--- config.mk ---
export PLATFORM = sky130hd
export DESIGN_NAME = firmware_update_deframer_top
export DESIGN_NICKNAME = d
export VERILOG_FILES = /design/src/fwd_pkg.sv /design/src/fwd_parse.sv /design/src/fwd_outq.sv /design/src/firmware_update_deframer_top.sv
export SDC_FILE = /design/constraint.sdc
export NUM_CORES = 1
export LEC_CHECK = 0
export ABC_AREA = 1
export BUFFER_PORTS_ARGS = -buffer_cell sky130_fd_sc_hd__buf_2
export CAP_MARGIN = 30
export CORE_MARGIN = 1.5
export CORE_UTILIZATION = 45
export CTS_BUF_LIST = sky130_fd_sc_hd__clkbuf_8
export CTS_CLUSTER_SIZE = 40
export DETAILED_ROUTE_END_ITERATION = 16
export SLEW_MARGIN = 20
export SYNTH_ARGS = -nofsm -noshare
export SYNTH_HDL_FRONTEND = slang
export SYNTH_SLANG_ARGS = --single-unit
--- constraint.sdc ---
create_clock -name clk -period 8.08 [get_ports clk]
set_clock_uncertainty 0.1 [all_clocks]
set_input_delay 0.404 -clock clk [delete_from_list [all_inputs] [get_ports clk]]
set_output_delay 0.404 -clock clk [all_outputs]
set_load 0.01 [all_outputs]
--- src/fwd_pkg.sv ---
// shared types, codes and defaults of the firmware update deframer
package fwd_pkg;

  localparam int PAGE_BYTES_DEF = 1024;
  localparam int WORD_BYTES_DEF = 4;
  localparam int IV_BYTES_DEF   = 16;
  localparam int TAG_BYTES_DEF  = 32;

  localparam int ADDR_W = 18;
  localparam int BYTE_W = 8;
  localparam int CNT_W  = 11;
  localparam int VER_W  = 16;
  localparam int EV_W   = 3;
  localparam int CFG_W  = 18;

  localparam logic [ADDR_W-1:0] IMAGE_BASE_RST = 18'h10000;

  localparam logic [BYTE_W-1:0] CMD_UPDATE = 8'h55;
  localparam logic [BYTE_W-1:0] CMD_BOOT   = 8'h42;

  localparam logic [0:0] CFG_STORED_VERSION = 1'b0;
  localparam logic [0:0] CFG_IMAGE_BASE     = 1'b1;

  localparam logic [EV_W-1:0] EV_ECHO     = 3'd0;
  localparam logic [EV_W-1:0] EV_BOOT     = 3'd1;
  localparam logic [EV_W-1:0] EV_META_OK  = 3'd2;
  localparam logic [EV_W-1:0] EV_META_REJ = 3'd3;
  localparam logic [EV_W-1:0] EV_WRITE    = 3'd4;
  localparam logic [EV_W-1:0] EV_COMMIT   = 3'd5;
  localparam logic [EV_W-1:0] EV_ACK      = 3'd6;
  localparam logic [EV_W-1:0] EV_DROP     = 3'd7;

  typedef struct packed {
    logic [EV_W-1:0]   event_res;
    logic [ADDR_W-1:0] flash_address;
    logic [BYTE_W-1:0] write_byte;
    logic [CNT_W-1:0]  page_bytes;
    logic [CNT_W-1:0]  padded_bytes;
    logic [VER_W-1:0]  meta_version;
    logic [VER_W-1:0]  meta_size;
    logic              last;
  } result_t;

endpackage

--- src/fwd_parse.sv ---
// byte parser: command, metadata, frame and trailer tracking, result generation
module fwd_parse import fwd_pkg::*; #(
  parameter int PAGE_BYTES = PAGE_BYTES_DEF,
  parameter int WORD_BYTES = WORD_BYTES_DEF,
  parameter int IV_BYTES   = IV_BYTES_DEF,
  parameter int TAG_BYTES  = TAG_BYTES_DEF
) (
  input  logic              clk,
  input  logic              rst_n,
  input  logic              cfg_we,
  input  logic [0:0]        cfg_index,
  input  logic [CFG_W-1:0]  cfg_wdata,
  input  logic              accept,
  input  logic [BYTE_W-1:0] rx_byte,
  output logic [1:0]        push_cnt,
  output result_t           res0,
  output result_t           res1
);

  localparam int FILL_W    = $clog2(PAGE_BYTES + 1);
  localparam int WPH_W     = (WORD_BYTES > 1) ? $clog2(WORD_BYTES) : 1;
  localparam int PAD_W     = FILL_W + 4;
  localparam int TRAIL_LEN = ((IV_BYTES + TAG_BYTES) > 0) ? (IV_BYTES + TAG_BYTES) : 1;

  localparam logic [3:0] PH_CMD         = 4'd0;
  localparam logic [3:0] PH_VER_LO      = 4'd1;
  localparam logic [3:0] PH_VER_HI      = 4'd2;
  localparam logic [3:0] PH_SIZE_LO     = 4'd3;
  localparam logic [3:0] PH_SIZE_HI     = 4'd4;
  localparam logic [3:0] PH_LEN_HI      = 4'd5;
  localparam logic [3:0] PH_LEN_LO      = 4'd6;
  localparam logic [3:0] PH_DATA        = 4'd7;
  localparam logic [3:0] PH_FRAME_TRAIL = 4'd8;
  localparam logic [3:0] PH_END_TRAIL   = 4'd9;

  logic [3:0]        phase_r, phase_nxt;
  logic [VER_W-1:0]  new_version_r, new_version_nxt;
  logic [VER_W-1:0]  image_size_r, image_size_nxt;
  logic [15:0]       frame_len_r, frame_len_nxt;
  logic [15:0]       seg_count_r, seg_count_nxt;
  logic [FILL_W-1:0] page_fill_r, page_fill_nxt;
  logic [WPH_W-1:0]  word_phase_r, word_phase_nxt;
  logic [ADDR_W-1:0] page_base_r, page_base_nxt;
  logic [VER_W-1:0]  stored_version_r;
  logic [ADDR_W-1:0] image_base_r;

  logic [15:0]       seg_inc;
  logic [VER_W-1:0]  size_full;
  logic [15:0]       len_full;
  logic [PAD_W-1:0]  pad_sum;
  logic              page_full;

  assign seg_inc   = seg_count_r + 16'd1;
  assign size_full = {rx_byte, image_size_r[7:0]};
  assign len_full  = {frame_len_r[15:8], rx_byte};
  assign page_full = (page_fill_r >= FILL_W'(PAGE_BYTES));
  // word_phase tracks fill mod word size, so rounding up needs no divider
  assign pad_sum   = PAD_W'(page_fill_r) +
                     ((word_phase_r == '0) ? PAD_W'(0)
                                           : (PAD_W'(WORD_BYTES) - PAD_W'(word_phase_r)));

  always_comb begin
    phase_nxt       = phase_r;
    new_version_nxt = new_version_r;
    image_size_nxt  = image_size_r;
    frame_len_nxt   = frame_len_r;
    seg_count_nxt   = seg_count_r;
    page_fill_nxt   = page_fill_r;
    word_phase_nxt  = word_phase_r;
    page_base_nxt   = page_base_r;
    push_cnt        = 2'd0;
    res0            = '0;
    res1            = '0;
    if (accept) begin
      unique case (phase_r)
        PH_CMD: begin
          if (rx_byte == CMD_UPDATE) begin
            res0.event_res = EV_ECHO;
            res0.last      = 1'b1;
            push_cnt       = 2'd1;
            phase_nxt      = PH_VER_LO;
          end else if (rx_byte == CMD_BOOT) begin
            res0.event_res = EV_BOOT;
            res0.last      = 1'b1;
            push_cnt       = 2'd1;
          end
        end
        PH_VER_LO: begin
          new_version_nxt = {8'h00, rx_byte};
          phase_nxt       = PH_VER_HI;
        end
        PH_VER_HI: begin
          new_version_nxt = {rx_byte, new_version_r[7:0]};
          phase_nxt       = PH_SIZE_LO;
        end
        PH_SIZE_LO: begin
          image_size_nxt = {8'h00, rx_byte};
          phase_nxt      = PH_SIZE_HI;
        end
        PH_SIZE_HI: begin
          image_size_nxt = size_full;
          res0.last      = 1'b1;
          push_cnt       = 2'd1;
          if (new_version_r != '0 && new_version_r < stored_version_r) begin
            res0.event_res = EV_META_REJ;
            phase_nxt      = PH_CMD;
          end else begin
            // version zero keeps the stored one
            new_version_nxt   = (new_version_r == '0) ? stored_version_r : new_version_r;
            res0.event_res    = EV_META_OK;
            res0.meta_version = (new_version_r == '0) ? stored_version_r : new_version_r;
            res0.meta_size    = size_full;
            page_base_nxt     = image_base_r;
            page_fill_nxt     = '0;
            word_phase_nxt    = '0;
            phase_nxt         = PH_LEN_HI;
          end
        end
        PH_LEN_HI: begin
          frame_len_nxt = {rx_byte, 8'h00};
          phase_nxt     = PH_LEN_LO;
        end
        PH_LEN_LO: begin
          frame_len_nxt = len_full;
          seg_count_nxt = '0;
          phase_nxt     = (len_full != '0) ? PH_DATA : PH_FRAME_TRAIL;
        end
        PH_DATA: begin
          res0.last = 1'b1;
          push_cnt  = 2'd1;
          if (!page_full) begin
            res0.event_res     = EV_WRITE;
            res0.flash_address = page_base_r + ADDR_W'(page_fill_r);
            res0.write_byte    = rx_byte;
            page_fill_nxt      = page_fill_r + FILL_W'(1);
            word_phase_nxt     = (word_phase_r == WPH_W'(WORD_BYTES - 1)) ? '0
                                                                           : word_phase_r + WPH_W'(1);
          end else begin
            res0.event_res = EV_DROP;
          end
          if (seg_inc >= frame_len_r) begin
            seg_count_nxt = '0;
            phase_nxt     = PH_FRAME_TRAIL;
          end else begin
            seg_count_nxt = seg_inc;
          end
        end
        PH_FRAME_TRAIL: begin
          if (seg_inc >= 16'(TRAIL_LEN)) begin
            seg_count_nxt = '0;
            if (page_full || frame_len_r == '0) begin
              res0.event_res     = EV_COMMIT;
              res0.flash_address = page_base_r;
              res0.page_bytes    = CNT_W'(page_fill_r);
              res0.padded_bytes  = CNT_W'(pad_sum);
              res1.event_res     = EV_ACK;
              res1.last          = 1'b1;
              push_cnt           = 2'd2;
              page_base_nxt      = page_base_r + ADDR_W'(PAGE_BYTES);
              page_fill_nxt      = '0;
              word_phase_nxt     = '0;
            end else begin
              res0.event_res = EV_ACK;
              res0.last      = 1'b1;
              push_cnt       = 2'd1;
            end
            phase_nxt = (frame_len_r == '0) ? PH_END_TRAIL : PH_LEN_HI;
          end else begin
            seg_count_nxt = seg_inc;
          end
        end
        PH_END_TRAIL: begin
          if (seg_inc >= 16'(TRAIL_LEN)) begin
            seg_count_nxt = '0;
            phase_nxt     = PH_CMD;
          end else begin
            seg_count_nxt = seg_inc;
          end
        end
        default: begin
          phase_nxt = PH_CMD;
        end
      endcase
    end
  end

  always_ff @(posedge clk) begin
    if (!rst_n) begin
      phase_r       <= PH_CMD;
      new_version_r <= '0;
      image_size_r  <= '0;
      frame_len_r   <= '0;
      seg_count_r   <= '0;
      page_fill_r   <= '0;
      word_phase_r  <= '0;
      page_base_r   <= IMAGE_BASE_RST;
    end else begin
      phase_r       <= phase_nxt;
      new_version_r <= new_version_nxt;
      image_size_r  <= image_size_nxt;
      frame_len_r   <= frame_len_nxt;
      seg_count_r   <= seg_count_nxt;
      page_fill_r   <= page_fill_nxt;
      word_phase_r  <= word_phase_nxt;
      page_base_r   <= page_base_nxt;
    end
  end

  always_ff @(posedge clk) begin
    if (!rst_n) begin
      stored_version_r <= '0;
      image_base_r     <= IMAGE_BASE_RST;
    end else if (cfg_we) begin
      unique case (cfg_index)
        CFG_STORED_VERSION: stored_version_r <= cfg_wdata[VER_W-1:0];
        CFG_IMAGE_BASE:     image_base_r     <= cfg_wdata[ADDR_W-1:0];
        default:            stored_version_r <= stored_version_r;
      endcase
    end
  end

endmodule

--- src/fwd_outq.sv ---
// four-entry result queue taking up to two results per cycle, one out per cycle while out_ready is high
module fwd_outq import fwd_pkg::*; (
  input  logic       clk,
  input  logic       rst_n,
  input  logic [1:0] push_cnt,
  input  result_t    res0,
  input  result_t    res1,
  output logic       room,
  output logic       out_valid,
  input  logic       out_ready,
  output result_t    out_res
);

  localparam int DEPTH = 4;
  localparam int PTR_W = $clog2(DEPTH);
  localparam int CNT_QW = $clog2(DEPTH + 1);

  result_t             q_r [DEPTH];
  logic [PTR_W-1:0]    wr_r, wr_nxt;
  logic [PTR_W-1:0]    rd_r, rd_nxt;
  logic [CNT_QW-1:0]   count_r, count_nxt;
  logic [PTR_W-1:0]    wr_plus1;
  logic                pop;

  assign out_valid = (count_r != '0);
  assign out_res   = q_r[rd_r];
  assign pop       = out_valid && out_ready;
  // two free slots, so a byte that ends a frame always fits
  assign room      = (count_r <= CNT_QW'(DEPTH - 2));
  assign wr_plus1  = wr_r + PTR_W'(1);

  always_comb begin
    wr_nxt    = wr_r + PTR_W'(push_cnt);
    rd_nxt    = pop ? rd_r + PTR_W'(1) : rd_r;
    count_nxt = count_r + CNT_QW'(push_cnt) - CNT_QW'(pop);
  end

  always_ff @(posedge clk) begin
    if (!rst_n) begin
      wr_r    <= '0;
      rd_r    <= '0;
      count_r <= '0;
    end else begin
      wr_r    <= wr_nxt;
      rd_r    <= rd_nxt;
      count_r <= count_nxt;
    end
  end

  always_ff @(posedge clk) begin
    if (push_cnt != 2'd0) begin
      q_r[wr_r] <= res0;
    end
    if (push_cnt == 2'd2) begin
      q_r[wr_plus1] <= res1;
    end
  end

endmodule

--- src/firmware_update_deframer_top.sv ---
// top level of the firmware update deframer
// Takes one link byte per cycle while in_ready is high and decodes update commands,
// metadata and data frames into flash write, page commit and status results. Each
// accepted byte is decoded in the cycle it is taken and its results (at most two, only
// a frame end with a page commit gives two) go into a four-entry result queue that
// delivers one result per cycle while out_ready is high. The input is ready while the
// queue has two free entries, so with a free-running sink a byte is taken every cycle;
// a result shows in the cycle after its byte, an ack after its commit. Configuration
// writes are taken at any time and should be made while no byte is in flight.
module firmware_update_deframer_top import fwd_pkg::*; #(
  parameter int PAGE_BYTES = PAGE_BYTES_DEF,
  parameter int WORD_BYTES = WORD_BYTES_DEF,
  parameter int IV_BYTES   = IV_BYTES_DEF,
  parameter int TAG_BYTES  = TAG_BYTES_DEF
) (
  input  logic              clk,
  input  logic              rst_n,
  input  logic              cfg_we,
  input  logic [0:0]        cfg_index,
  input  logic [CFG_W-1:0]  cfg_wdata,
  input  logic              in_valid,
  output logic              in_ready,
  input  logic [BYTE_W-1:0] in_rx_byte,
  output logic              out_valid,
  input  logic              out_ready,
  output logic [EV_W-1:0]   out_event_res,
  output logic [ADDR_W-1:0] out_flash_address,
  output logic [BYTE_W-1:0] out_write_byte,
  output logic [CNT_W-1:0]  out_page_bytes,
  output logic [CNT_W-1:0]  out_padded_bytes,
  output logic [VER_W-1:0]  out_meta_version,
  output logic [VER_W-1:0]  out_meta_size,
  output logic              out_last
);

  logic       room;
  logic       accept;
  logic [1:0] push_cnt;
  result_t    res0;
  result_t    res1;
  result_t    out_res;

  assign in_ready = room;
  assign accept   = in_valid && room;

  fwd_parse #(
    .PAGE_BYTES (PAGE_BYTES),
    .WORD_BYTES (WORD_BYTES),
    .IV_BYTES   (IV_BYTES),
    .TAG_BYTES  (TAG_BYTES)
  ) u_parse (
    .clk       (clk),
    .rst_n     (rst_n),
    .cfg_we    (cfg_we),
    .cfg_index (cfg_index),
    .cfg_wdata (cfg_wdata),
    .accept    (accept),
    .rx_byte   (in_rx_byte),
    .push_cnt  (push_cnt),
    .res0      (res0),
    .res1      (res1)
  );

  fwd_outq u_outq (
    .clk       (clk),
    .rst_n     (rst_n),
    .push_cnt  (push_cnt),
    .res0      (res0),
    .res1      (res1),
    .room      (room),
    .out_valid (out_valid),
    .out_ready (out_ready),
    .out_res   (out_res)
  );

  assign out_event_res     = out_res.event_res;
  assign out_flash_address = out_res.flash_address;
  assign out_write_byte    = out_res.write_byte;
  assign out_page_bytes    = out_res.page_bytes;
  assign out_padded_bytes  = out_res.padded_bytes;
  assign out_meta_version  = out_res.meta_version;
  assign out_meta_size     = out_res.meta_size;
  assign out_last          = out_res.last;

endmodule

# Word-level counts from Yosys, hierarchy flattened
# Memories as Yosys holds them, arrays and structs flattened. A register that Yosys moved wholly into a read port is not among the register bits.
# Cells that the tools add are included.
# totals
out_inout_bits,86
n_memories,1
register_bits,132
input_bits,32
ramBits,336
# memory_table
name,depth,width,read_ports,rd_ports_with_merged_regs,wr,line_no,rtl
u_outq.q_r,4,84,1,1,2,fwd_outq.sv:18,result_t q_r [DEPTH];
# op_classes
bitwise,4
add_sub_neg,12
order_cmp,5
reduce_logical,31
mux,74
eq_ne,20
# op_table
operator,count
one-hot mux 16 bit (3 select lines),2
two-way mux 84 bit,1
two-way mux 18 bit,4
one-hot mux 18 bit (2 select lines),2
two-way mux 22 bit,3
two-way mux 16 bit,4
two-way mux 32 bit,2
two-way mux 11 bit,5
one-hot mux 4 bit (10 select lines),1
one-hot mux 11 bit (3 select lines),1
logical NOT 16 bit,2
one-hot mux 16 bit (2 select lines),1
nonzero test 16 bit,2
two-way mux 2 bit,13
two-way mux 26 bit,1
two-way mux 4 bit,6
two-way mux 21 bit,1
adder 18 x 11 -> 18 bit,1
adder 18 x 11 -> 18 bit (second input constant),1
adder 16 x 1 -> 16 bit (second input constant),1
== test 4 x 3 -> 1 bit (second input constant),4
== test 8 x 7 -> 1 bit (second input constant),2
greater-or-equal comparator 16 bit,1
greater-or-equal comparator 16 x 6 -> 1 bit (second input constant),1
36 further kinds,84

# Depth between registers and ports, before layout
# Gate-level depths: netlist (run 1).
# depth
depth_word,9
depth_mapped,20
depth_no_buf,19

# Hierarchy
# A second synthesis (run 1) with hierarchy kept.
# hier_totals
hier_cells,3166
hier_area_um2,25886.1
# modules_own_cells
module,cells_each,instances,area_each_um2
fwd_outq,1713,1,16452.0
fwd_parse,1451,1,9426.5
firmware_update_deframer_top,2,1,7.5

# Least setup slack after synthesis (run 1)
# Ideal clock, no wire load.
# synth_timing
path_kind,reg2reg
from,reg u_parse.seg_count_r[0]
to,reg u_outq.count_r[2]
period_less_slack_ns,2.875
t_required_ns,7.860
setup_time_ns,0.120
setup_slack_ns,5.205
arrival_ns,2.655
path_stages_with_launch,20
cell_sequence,dfxtp_1 ha_1 nand2_1 nor2_4 nand2_1 o21bai_1 nand2_1 nand2_1 nor2_2 nand3_2 nand2_1 nand2_1 nand2_2 buf_6 ha_1 inv_1 ha_1 fa_1 o21ai_0 a21oi_1
# synth_via
elab_chain_cells,7
# synth_rtl
item,line_no,rtl
start: declaration,fwd_parse.sv:40,"logic [15:0] seg_count_r, seg_count_nxt;"
start signal: assignment,fwd_parse.sv:202,seg_count_r <= seg_count_nxt;
adder 16 x 1 -> 16 bit,fwd_parse.sv:53,assign seg_inc = seg_count_r + 16'd1;
greater-or-equal comparator 16 x 6 -> 1 bit,fwd_parse.sv:149,if (seg_inc >= 16'(TRAIL_LEN)) begin
two-way mux 2 bit,fwd_parse.sv:149,
one-hot mux 2 bit (3 select lines),fwd_parse.sv:75,unique case (phase_r)
two-way mux 2 bit,fwd_parse.sv:74,if (accept) begin
adder 3 x 2 -> 3 bit,fwd_outq.sv:35,count_nxt = count_r + CNT_QW'(push_cnt) - CNT_QW'(pop);
subtractor 3 x 1 -> 3 bit,fwd_outq.sv:35,
end signal: assignment,fwd_outq.sv:46,count_r <= count_nxt;
end: declaration,fwd_outq.sv:21,"logic [CNT_QW-1:0] count_r, count_nxt;"
# Every way passes these cells.
# A chain may end at the register's enable or synchronous reset.

==> metrics.txt, run 1 <==
post-cts resize count=0; via/cell ratio=5.50; Post-synth EDFFs=12; Setup TNS=0 ps; endpoints failing hold=0; largest area contributor in the netlist=dfxtp_1; CTS tree=built; Die ar.=51400 um2; cells taking the most area after synthesis=dfxtp_1 41%, nand2_1 15%, nand3_1 8.6%, o21ai_0 6.9%, nor2_1 5.6%; Post-CTS Hold Buffers=26; Vias=22100; synth warn=0; Slew HR=35.8%; CP Capture Type=flop; most frequent cells in the layout=886 x nand2_1, 456 x dfxtp_1, 388 x nand3_1; largest family of logic cells by synthesized area=simple AND/OR/NAND/NOR gates; number of setup buffers added after CTS=0; grt ovf=0; number of global-route vias before repair=20800; total power=5.50 mW; post-synthesis async set-or-reset flop share=0%; crit-path max FO=45; WP data required=8570 ps; Max Cap Violations=0; first-pass GRT wire length=116000 um; CTS sink count=470; Adder-Cell Fraction of Synth Area=3.27%; Startpoint Class=flop; Syn Nets=3363; starting density of the core=45.8%; gr usage total=28.7%; RD Place Congestion=0.926; post-synthesis xor/xnor area fraction=1.05%; HP Class=input port to flop; period utilisation layout=53.7%; pin count of the biggest net entering global routing=95; antenna violations before repair=1; root buffer cell=clkbuf_8; Max clock buf depth=3; initial DRC count=1739; RSZ-0062 raised after global routing=no; hpwl dp=47100 um; Synth Area in Compound Gates=14.0%; simple-gate share of the synthesized area=31.6%; worst-skew pair later-pin latency=670 ps; Ports=118; peak supply drop=135 uV; register area share after synthesis=42.3%; Die H=227 um; CP startpoint=u_parse.seg_count_r[0]$_SDFFE_PN0P_; clock-pin slew on the worst setup and hold paths=70 ps; Final setup viols=0; Row Count=81; Cell variety after synth=41; pwr dens=218 nW/um2; max-slew violation count=0; Crit Path Category=flop to flop; dominant synthesized flop cell=dfxtp_1; R2R Path Start=u_parse.seg_count_r[0]$_SDFFE_PN0P_; H-tree lvl count=3; post-route ant nets=0; fill cell count=5009; Die W=227 um; CTS buffer count=83; final WL=73800 um; commonest non-fill, non-tap cell in the layout=nand2_1; Residual DRC=0; Yosys top cell area share=40.7%; fraction of layout cells with a size suffix above 1=8.58%; Avg WL per Cell=18.4 um; Worst EP arrival=4830 ps; drt pass-1 iters=7; Buffers on Ports=117; Final min period=4340 ps; Slew @ Worst Pin=956 ps; min-delay src=out_ready; Placeable Area=49200 um2; Max Freq=0.230 GHz; P_leak=11.6 nW; Total Nets Final=3399; Synth Instances=3274; Mean Syn Cell Area=6.88 um2; mux cell area share after synthesis=0.133%; area grow syn2layout=11.9%; Synth Register Bits=470; run status=completed; synthesized cell area=22500 um2
-- worst max-delay path: stages, from the launching register on --
cell	delay (ps)
dfxtp_1	420
ha_1	220
nand2_1	120
nor2_4	190
inv_1	80
o21ai_1	170
nand2_1	70
nor2_1	190
nand3_2	510
nand4_4	580
inv_2	230
nand2_4	490
buf_4	620
nand3_1	140
nand2_1	90
-- metal layers --
layer	wire (um)	track usage, %	vias up
met5	0	0	-
met4	2580	11.5	0
met1	31600	36.7	10400
met2	34900	47.7	742
met3	4800	5.12	140
li1	-	-	10900
-- power breakdown --
part           switching [mW]  leakage (nW)  internal, mW  total, mW
Sequential             0.0294          3.83          2.35       2.38
Combinational           0.710          6.88         0.329       1.04
Clock                   0.975         0.877          1.10       2.08
Total                    1.71          11.6          3.79       5.50
-- through the flow --
stage / hold WS [ps] / worst slack (ps) / instances / instance area (um2) / util [%]
2_1_floorplan: 325 / 5210 / 3274 / 22500 / -
3_3_place_gp: 342 / 3680 / 3852 / 23200 / 47.1
3_5_place_dp: 351 / 3820 / 3859 / 23400 / 47.5
4_1_cts: 62.9 / 3780 / 4018 / 25100 / 51.2
5_1_grt: 137 / 3450 / 4023 / 25200 / 51.3
6_report: 140 / 3740 / 4023 / 25200 / 51.3
-- Yosys cell counts, types with 4 or more instances --
master,instances
ha_1,54
nor4_1,4
dfxtp_1,458
edfxtp_1,12
o21bai_1,4
o21ai_0,311
xnor2_1,5
o21ai_1,5
nor2_2,6
nand4_1,50
buf_2,68
nand2_2,4
nand2_1,893
inv_1,186
nor3_1,15
buf_1,8
buf_4,22
o22ai_1,84
nor2_1,339
clkbuf_1,122
xor2_1,22
a21oi_1,183
nand3_1,388
-- sequential cells by signal (all words and copies together), names as in the netlist, named ones only --
signal                    count
u_parse.page_base_r          18
u_parse.phase_r               4
u_outq.wr_r                   2
u_parse.image_size_r          8
u_parse.stored_version_r     16
u_outq.rd_r                   2
u_parse.frame_len_r          16
u_parse.seg_count_r          16
u_parse.word_phase_r          2
u_parse.new_version_r        16
u_parse.image_base_r         18
u_outq.count_r                3
u_parse.page_fill_r          11
u_outq.q_r                  336
-- final cells by class --
class                           instances  area [um2]  area share (%)
Multi-Input combinational cell       2392       11400            45.1
Clock inverter                         33         143           0.566
Antenna cell                            1        2.50         0.00993
Tap cell                              664         831            3.30
Timing Repair Buffer                  172        1220            4.85
Inverter                              191         721            2.86
Clock buffer                          100        1380            5.46
Sequential cell                       470        9530            37.8
-- logic make-up after synthesis --
group	count (synthesis)
multiplexers	3
buffers and inverters	412
AND/OR/NAND/NOR	1707
adder cells (fa/ha/maj)	57
XOR/XNOR	27
flip-flops	470
AO/OA/AOI/OAI	598
-- path summary, 6_finish.rpt --
kind                                          to  slack (ps)  depth (start not counted)
hold reg to reg                             flop         360                          2
setup reg to reg  u_outq.q_r[0][27]$_SDFFE_PP0P_        3740                         14
hold / removal       u_outq.rd_r[0]$_SDFFE_PN0P_         140                          4
setup / recovery  u_outq.q_r[0][27]$_SDFFE_PP0P_        3740                         14
(Power assumes the default switching activity.)
==> inputs of run 2 (changes only) <==
--- a/config.mk
+++ b/config.mk
@@ -5,7 +5,7 @@
 export SDC_FILE = /design/constraint.sdc
 export NUM_CORES = 1
 export LEC_CHECK = 0
-export ABC_AREA = 1
+export ABC_AREA = 0
 export BUFFER_PORTS_ARGS = -buffer_cell sky130_fd_sc_hd__buf_2
 export CAP_MARGIN = 30
 export CORE_MARGIN = 1.5
==> constraint.sdc (replaced) <==
create_clock -name clk -period 4.45 [get_ports clk]
set_clock_uncertainty 0.1 [all_clocks]
set_input_delay 0.2225 -clock clk [delete_from_list [all_inputs] [get_ports clk]]
set_output_delay 0.2225 -clock clk [all_outputs]
set_load 0.01 [all_outputs]
==> metrics.txt, run 2 <==
Slew HR=36.3%; total power=9.99 mW; Ports=118; gr usage total=25.7%; hpwl dp=39600 um; Worst Path Buf+Inv=1; cell count after placement=2589; Vias=16900; crit-path max FO=9; register area share after synthesis=45.9%; H-tree lvl count=3; Net Sw Frac=29.1%; synthesized cell area=20800 um2; post-route ant nets=0; initial DRC count=1296; Final setup viols=0; RSZ-0062 raised after global routing=no; Comb power frac=15.7%; Post-synth EDFFs=12; clock-pin slew on the worst setup and hold paths=70 ps; post-synthesis async set-or-reset flop share=0%; Synth Instances=1997; Post-synth top cells=458 x dfxtp_1, 187 x nand2_1, 127 x nor2_1, 120 x a21oi_1, 113 x a32o_1; Worst path max stage delay=440 ps; critical path cell sequence=ha_1, and4_1, nand2_1, a221oi_1, nor4_4, a21oi_2, a21oi_1, nand2b_1, ha_1, inv_1, ha_1, fa_1, xnor2_1, nor2_1; Sequential Power Share=45.2%; Placeable Area=45500 um2; Final min period=3830 ps; Crit Path Category=flop to flop; post-cts resize count=0; dominant synthesized flop cell=dfxtp_1; slowest stage cell, crit path=dfxtp_1; worst-skew pair later-pin latency=660 ps; Synth Register Bits=470; Max clock buf depth=3; Cell variety after synth=77; Row Count=78; Avg WL per Cell=22.1 um; switching pwr=2.91 mW; Largest register FFs=336; number of setup buffers added after CTS=0; Post-CTS Hold Buffers=32; final WL=61100 um; P_leak=8.94 nW; CTS tree=built; area grow syn2layout=14.8%; grt ovf=0; peak supply drop=273 uV; Max Cap Violations=0; CP dominant cell by count=ha_1; Residual DRC=0; cell family with most CP delay=adder cells; antenna violations before repair=1; Max Freq=0.261 GHz; Slew @ Worst Pin=952 ps; max-slew violation count=0; RD Place Congestion=0.903; largest area contributor in the netlist=dfxtp_1; Die W=218 um; cells taking the most area after synthesis=dfxtp_1 44%, mux4_2 9.1%, a32o_1 5.4%, o2bb2ai_1 4.7%, a22o_1 4.6%; Hold Slack=89.5 ps; endpoints failing hold=0; largest register by flop count=u_outq.q_r; commonest non-fill, non-tap cell in the layout=dfxtp_1; first-pass GRT wire length=95200 um; Startpoint Class=flop; root buffer cell=clkbuf_8; CTS buffer count=82; Mean Syn Cell Area=10.4 um2; Regs by FF count=u_outq.q_r (336), u_parse.image_base_r (18), u_parse.page_base_r (18); pin count of the biggest net entering global routing=76; Syn Nets=2086; WP data required=4850 ps; Buffers on Ports=117; Pint=7.08 mW; Worst EP arrival=4230 ps; via/cell ratio=6.10; HP Class=input port to flop; Yosys top cell area share=44.1%; fraction of layout cells with a size suffix above 1=18.2%; period utilisation layout=86.0%; CTS sink count=470; Die ar.=47500 um2; most frequent cells in the layout=456 x dfxtp_1, 187 x nand2_1, 127 x nor2_1; Clk pwr share=39.2%; run status=completed; fin cells=2765; Setup TNS=0 ps; synth warn=0; number of global-route vias before repair=16800; Die H=218 um; pwr dens=419 nW/um2; Total Nets Final=2196; CP Capture Type=flop; starting density of the core=45.7%; count leader, synth=dfxtp_1; drt pass-1 iters=5
run 2: layout make-up:
cell class                      count  area, um2
Clock buffer                      103       1420
Fill cell                        4114      21600
Antenna cell                        1       2.50
Tap cell                          600        751
Clock inverter                     38        206
Inverter                           55        208
Sequential cell                   470       9540
Timing Repair Buffer              200       1370
Multi-Input combinational cell   1298      10400
run 2: final timing paths:
path / start / to / slack (ps) / cells after the start
worst min register to register: u_outq.q_r[2][28]$_SDFFE_PP0P_ / u_outq.q_r[2][28]$_SDFFE_PP0P_ / 360 / 1
worst max register to register: u_parse.seg_count_r[0]$_SDFFE_PN0P_ / u_outq.count_r[2]$_SDFF_PN0_ / 620 / 14
worst max-delay path: u_parse.seg_count_r[0]$_SDFFE_PN0P_ / u_outq.count_r[2]$_SDFF_PN0_ / 620 / 14
worst min-delay path: out_ready / flop / 90 / 4
run 2: per-stage QoR:
stage	utilization (%)	setup WS (ps)	instance area, um2
2_1_floorplan	-	1050	20800
4_1_cts	52.4	670	23800
3_3_place_gp	48.1	722	21900
5_1_grt	52.5	367	23900
3_5_place_dp	48.1	734	21900
6_report	52.5	623	23900
run 2: cell families after synthesis:
group                    share of synthesized area (%)
AND/OR/NAND/NOR                                   10.6
buffers and inverters                             4.49
adder cells (fa/ha/maj)                           3.54
flip-flops                                        45.9
AO/OA/AOI/OAI                                     23.7
multiplexers                                      10.0
XOR/XNOR                                          1.77
run 2: layer usage:
layer | global-route usage [%] | vias to the layer above | wire [um]
met2 | 42.3 | 563 | 28800
met3 | 4.95 | 110 | 3840
li1 | - | 7817 | -
met1 | 34.1 | 8388 | 26800
met5 | 0 | - | 0
met4 | 8.18 | 0 | 1580
run 2: power by group through the flow:
stage | Clock [mW] | Combinational (mW) | Sequential [mW]
final | 3.91 | 1.57 | 4.51
after detailed placement | 0 | 1.52 | 4.60
after global routing | 4.18 | 1.70 | 4.53
after global placement | 0 | 1.44 | 4.65
after floorplan | 0 | 1.15 | 4.44
after CTS | 3.99 | 1.55 | 4.51
run 2: worst min-delay path, delay by kind of cell:
family | cells | cell delay [ps]
buffers and inverters | 1 | 70
and+or+nand+nor | 2 | 360
xor gates and xnor gates | 1 | 130
==> inputs of run 3 (changes only) <==
==> constraint.sdc (replaced) <==
create_clock -name clk -period 3.3 [get_ports clk]
set_clock_uncertainty 0.1 [all_clocks]
set_input_delay 0.165 -clock clk [delete_from_list [all_inputs] [get_ports clk]]
set_output_delay 0.165 -clock clk [all_outputs]
set_load 0.01 [all_outputs]
==> metrics.txt, run 3 (same netlist as run 2, synthesis figures left out) <==
most frequent cells in the layout=446 x dfxtp_1, 186 x nand2_1, 126 x nor2_1; first-pass GRT wire length=95800 um; Pint=9.70 mW; drt pass-1 iters=5; Worst Hold Path EP=u_outq.q_r[3][54]$_SDFFE_PP0P_; run status=completed; Final setup viols=0; post-route ant nets=0; Row Count=78; starting density of the core=45.7%; # diodes=0; gr usage total=25.8%; hpwl dp=40600 um; fraction of layout cells with a size suffix above 1=23.0%; Ports=118; Residual DRC=0; HP Class=input port to flop; cell family with most CP delay=simple AND/OR/NAND/NOR gates; Max clock buf depth=3; WHS Path Cells=4; crit-path max FO=4; Buffers on Ports=117; Final min period=3190 ps; Slew @ Worst Pin=824 ps; CTS sink count=470; Worst Path Buf+Inv=3; WP data required=3760 ps; Total Nets Final=2277; CP Capture Type=flop; worst-skew pair later-pin latency=660 ps; grt ovf=0; RD Place Congestion=0.938; critical path cell sequence=buf_6, buf_4, nand4bb_1, nor4_1, a221oi_4, nor4_4, a21oi_2, a21oi_2, nand2b_1, ha_1, inv_1, ha_1, fa_1, and2_1; r2r setup slk=110 ps; CTS tree=built; Largest register FFs=336; Vias=17400; commonest non-fill, non-tap cell in the layout=dfxtp_1; Worst path max stage delay=420 ps; Die H=218 um; Worst EP arrival=3650 ps; peak supply drop=353 uV; largest register by flop count=u_outq.q_r; period utilisation layout=96.7%; min-delay src=in_valid; switching pwr=4.00 mW; area grow syn2layout=20.1%; Avg WL per Cell=21.8 um; Clk pwr share=39.7%; reg-to-reg critical path endpoint=u_outq.count_r[1]$_SDFF_PN0_; Placeable Area=45500 um2; cell count after placement=2655; Setup TNS=0 ps; Startpoint Class=flop; Comb power frac=16.0%; slowest stage cell, crit path=nor4_1; fill cell count=4036; number of global-route vias before repair=17100; Max Freq=0.313 GHz; RSZ-0062 raised after global routing=yes; H-tree lvl count=3; fin cells=2851; R2R Path Start=u_parse.seg_count_r[7]$_SDFFE_PN0P_; endpoints failing hold=0; P_leak=9.52 nW; CTS buffer count=80; Crit Path Category=flop to flop; Design Area, Final=24900 um2; initial DRC count=1604; Hold Slack=155 ps; Max Cap Violations=0; Die ar.=47500 um2; root buffer cell=clkbuf_8; pwr dens=549 nW/um2; Slew HR=44.5%; Sequential Power Share=44.3%; antenna violations before repair=0; Crit. path cell count=14; Regs by FF count=u_outq.q_r (336), u_parse.image_base_r (18), u_parse.page_base_r (18); via/cell ratio=6.10; clock-pin slew on the worst setup and hold paths=70 ps; final WL=62000 um; max-slew violation count=0; pin count of the biggest net entering global routing=76; area of placed instances=22600 um2; Net Sw Frac=29.2%; Register-to-Register Path Depth=14; Die W=218 um
==> run 3: per-stage QoR <==
step	power, mW	worst slack, ps	util [%]
floorplan	7.55	13.1	-
global placement	8.32	65.4	49.7
detailed placement	8.33	5.27	49.7
CTS	13.8	20.5	54.2
global route	14.3	-56.9	54.8
finish	13.7	108	54.8
==> run 3: layout make-up <==
class	count	area, um2	share of cell area, %
clock buffer	101	1390	5.57
tap	600	751	3.01
timing repair buffer	283	2230	8.92
clock inverter	44	297	1.19
multi-input combinational	1298	10500	42.2
inverter	55	208	0.833
sequential	470	9550	38.3
==> run 3: worst max path at each step <==
| stage | start | to | slack (ps) |
|---|---|---|---|
| after detailed placement | u_parse.seg_count_r[1]$_SDFFE_PN0P_ | u_outq.count_r[1]$_SDFF_PN0_ | 5 |
| after CTS | u_parse.seg_count_r[1]$_SDFFE_PN0P_ | u_outq.count_r[1]$_SDFF_PN0_ | 20 |
| final | u_parse.seg_count_r[7]$_SDFFE_PN0P_ | u_outq.count_r[1]$_SDFF_PN0_ | 110 |
| after global placement | in_rx_byte[7] | u_outq.count_r[2]$_SDFF_PN0_ | 70 |
| after global routing | u_parse.seg_count_r[8]$_SDFFE_PN0P_ | u_parse.seg_count_r[4]$_SDFFE_PN0P_ | -60 |
| after floorplan | u_parse.seg_count_r[1]$_SDFFE_PN0P_ | u_outq.count_r[2]$_SDFF_PN0_ | 10 |
==> run 3: worst min-delay path, stage by stage <==
cell	delay [ps]
buf_2	120
and2_1	240
nand3_1	230
o2bb2ai_1	90
==> run 3: layer usage <==
metal | vias to the layer above | global-route usage (%) | part of all wire [%]
met4 | 0 | 9.38 | 2.9
met5 | - | 0 | 0
li1 | 7995 | - | -
met2 | 611 | 41.7 | 47
met1 | 8675 | 34.4 | 44
met3 | 111 | 4.94 | 6.3
==> run 3: power groups by stage <==
stage	logic, mW	registers, mW	clock network, mW
2_1_floorplan	1.55	5.99	0
3_3_place_gp	2.12	6.20	0
3_5_place_dp	2.13	6.20	0
4_1_cts	2.17	6.07	5.55
5_1_grt	2.39	6.10	5.81
6_report	2.20	6.07	5.44
==> run 3: what timing repair did <==
item                                    in CTS  in global routing
resized for setup                            0                 42
buffers inserted                             0                 14
hold buffers                                35                  0
endpoints found under the hold margin      148                  0
endpoints found under the setup margin       0                 40
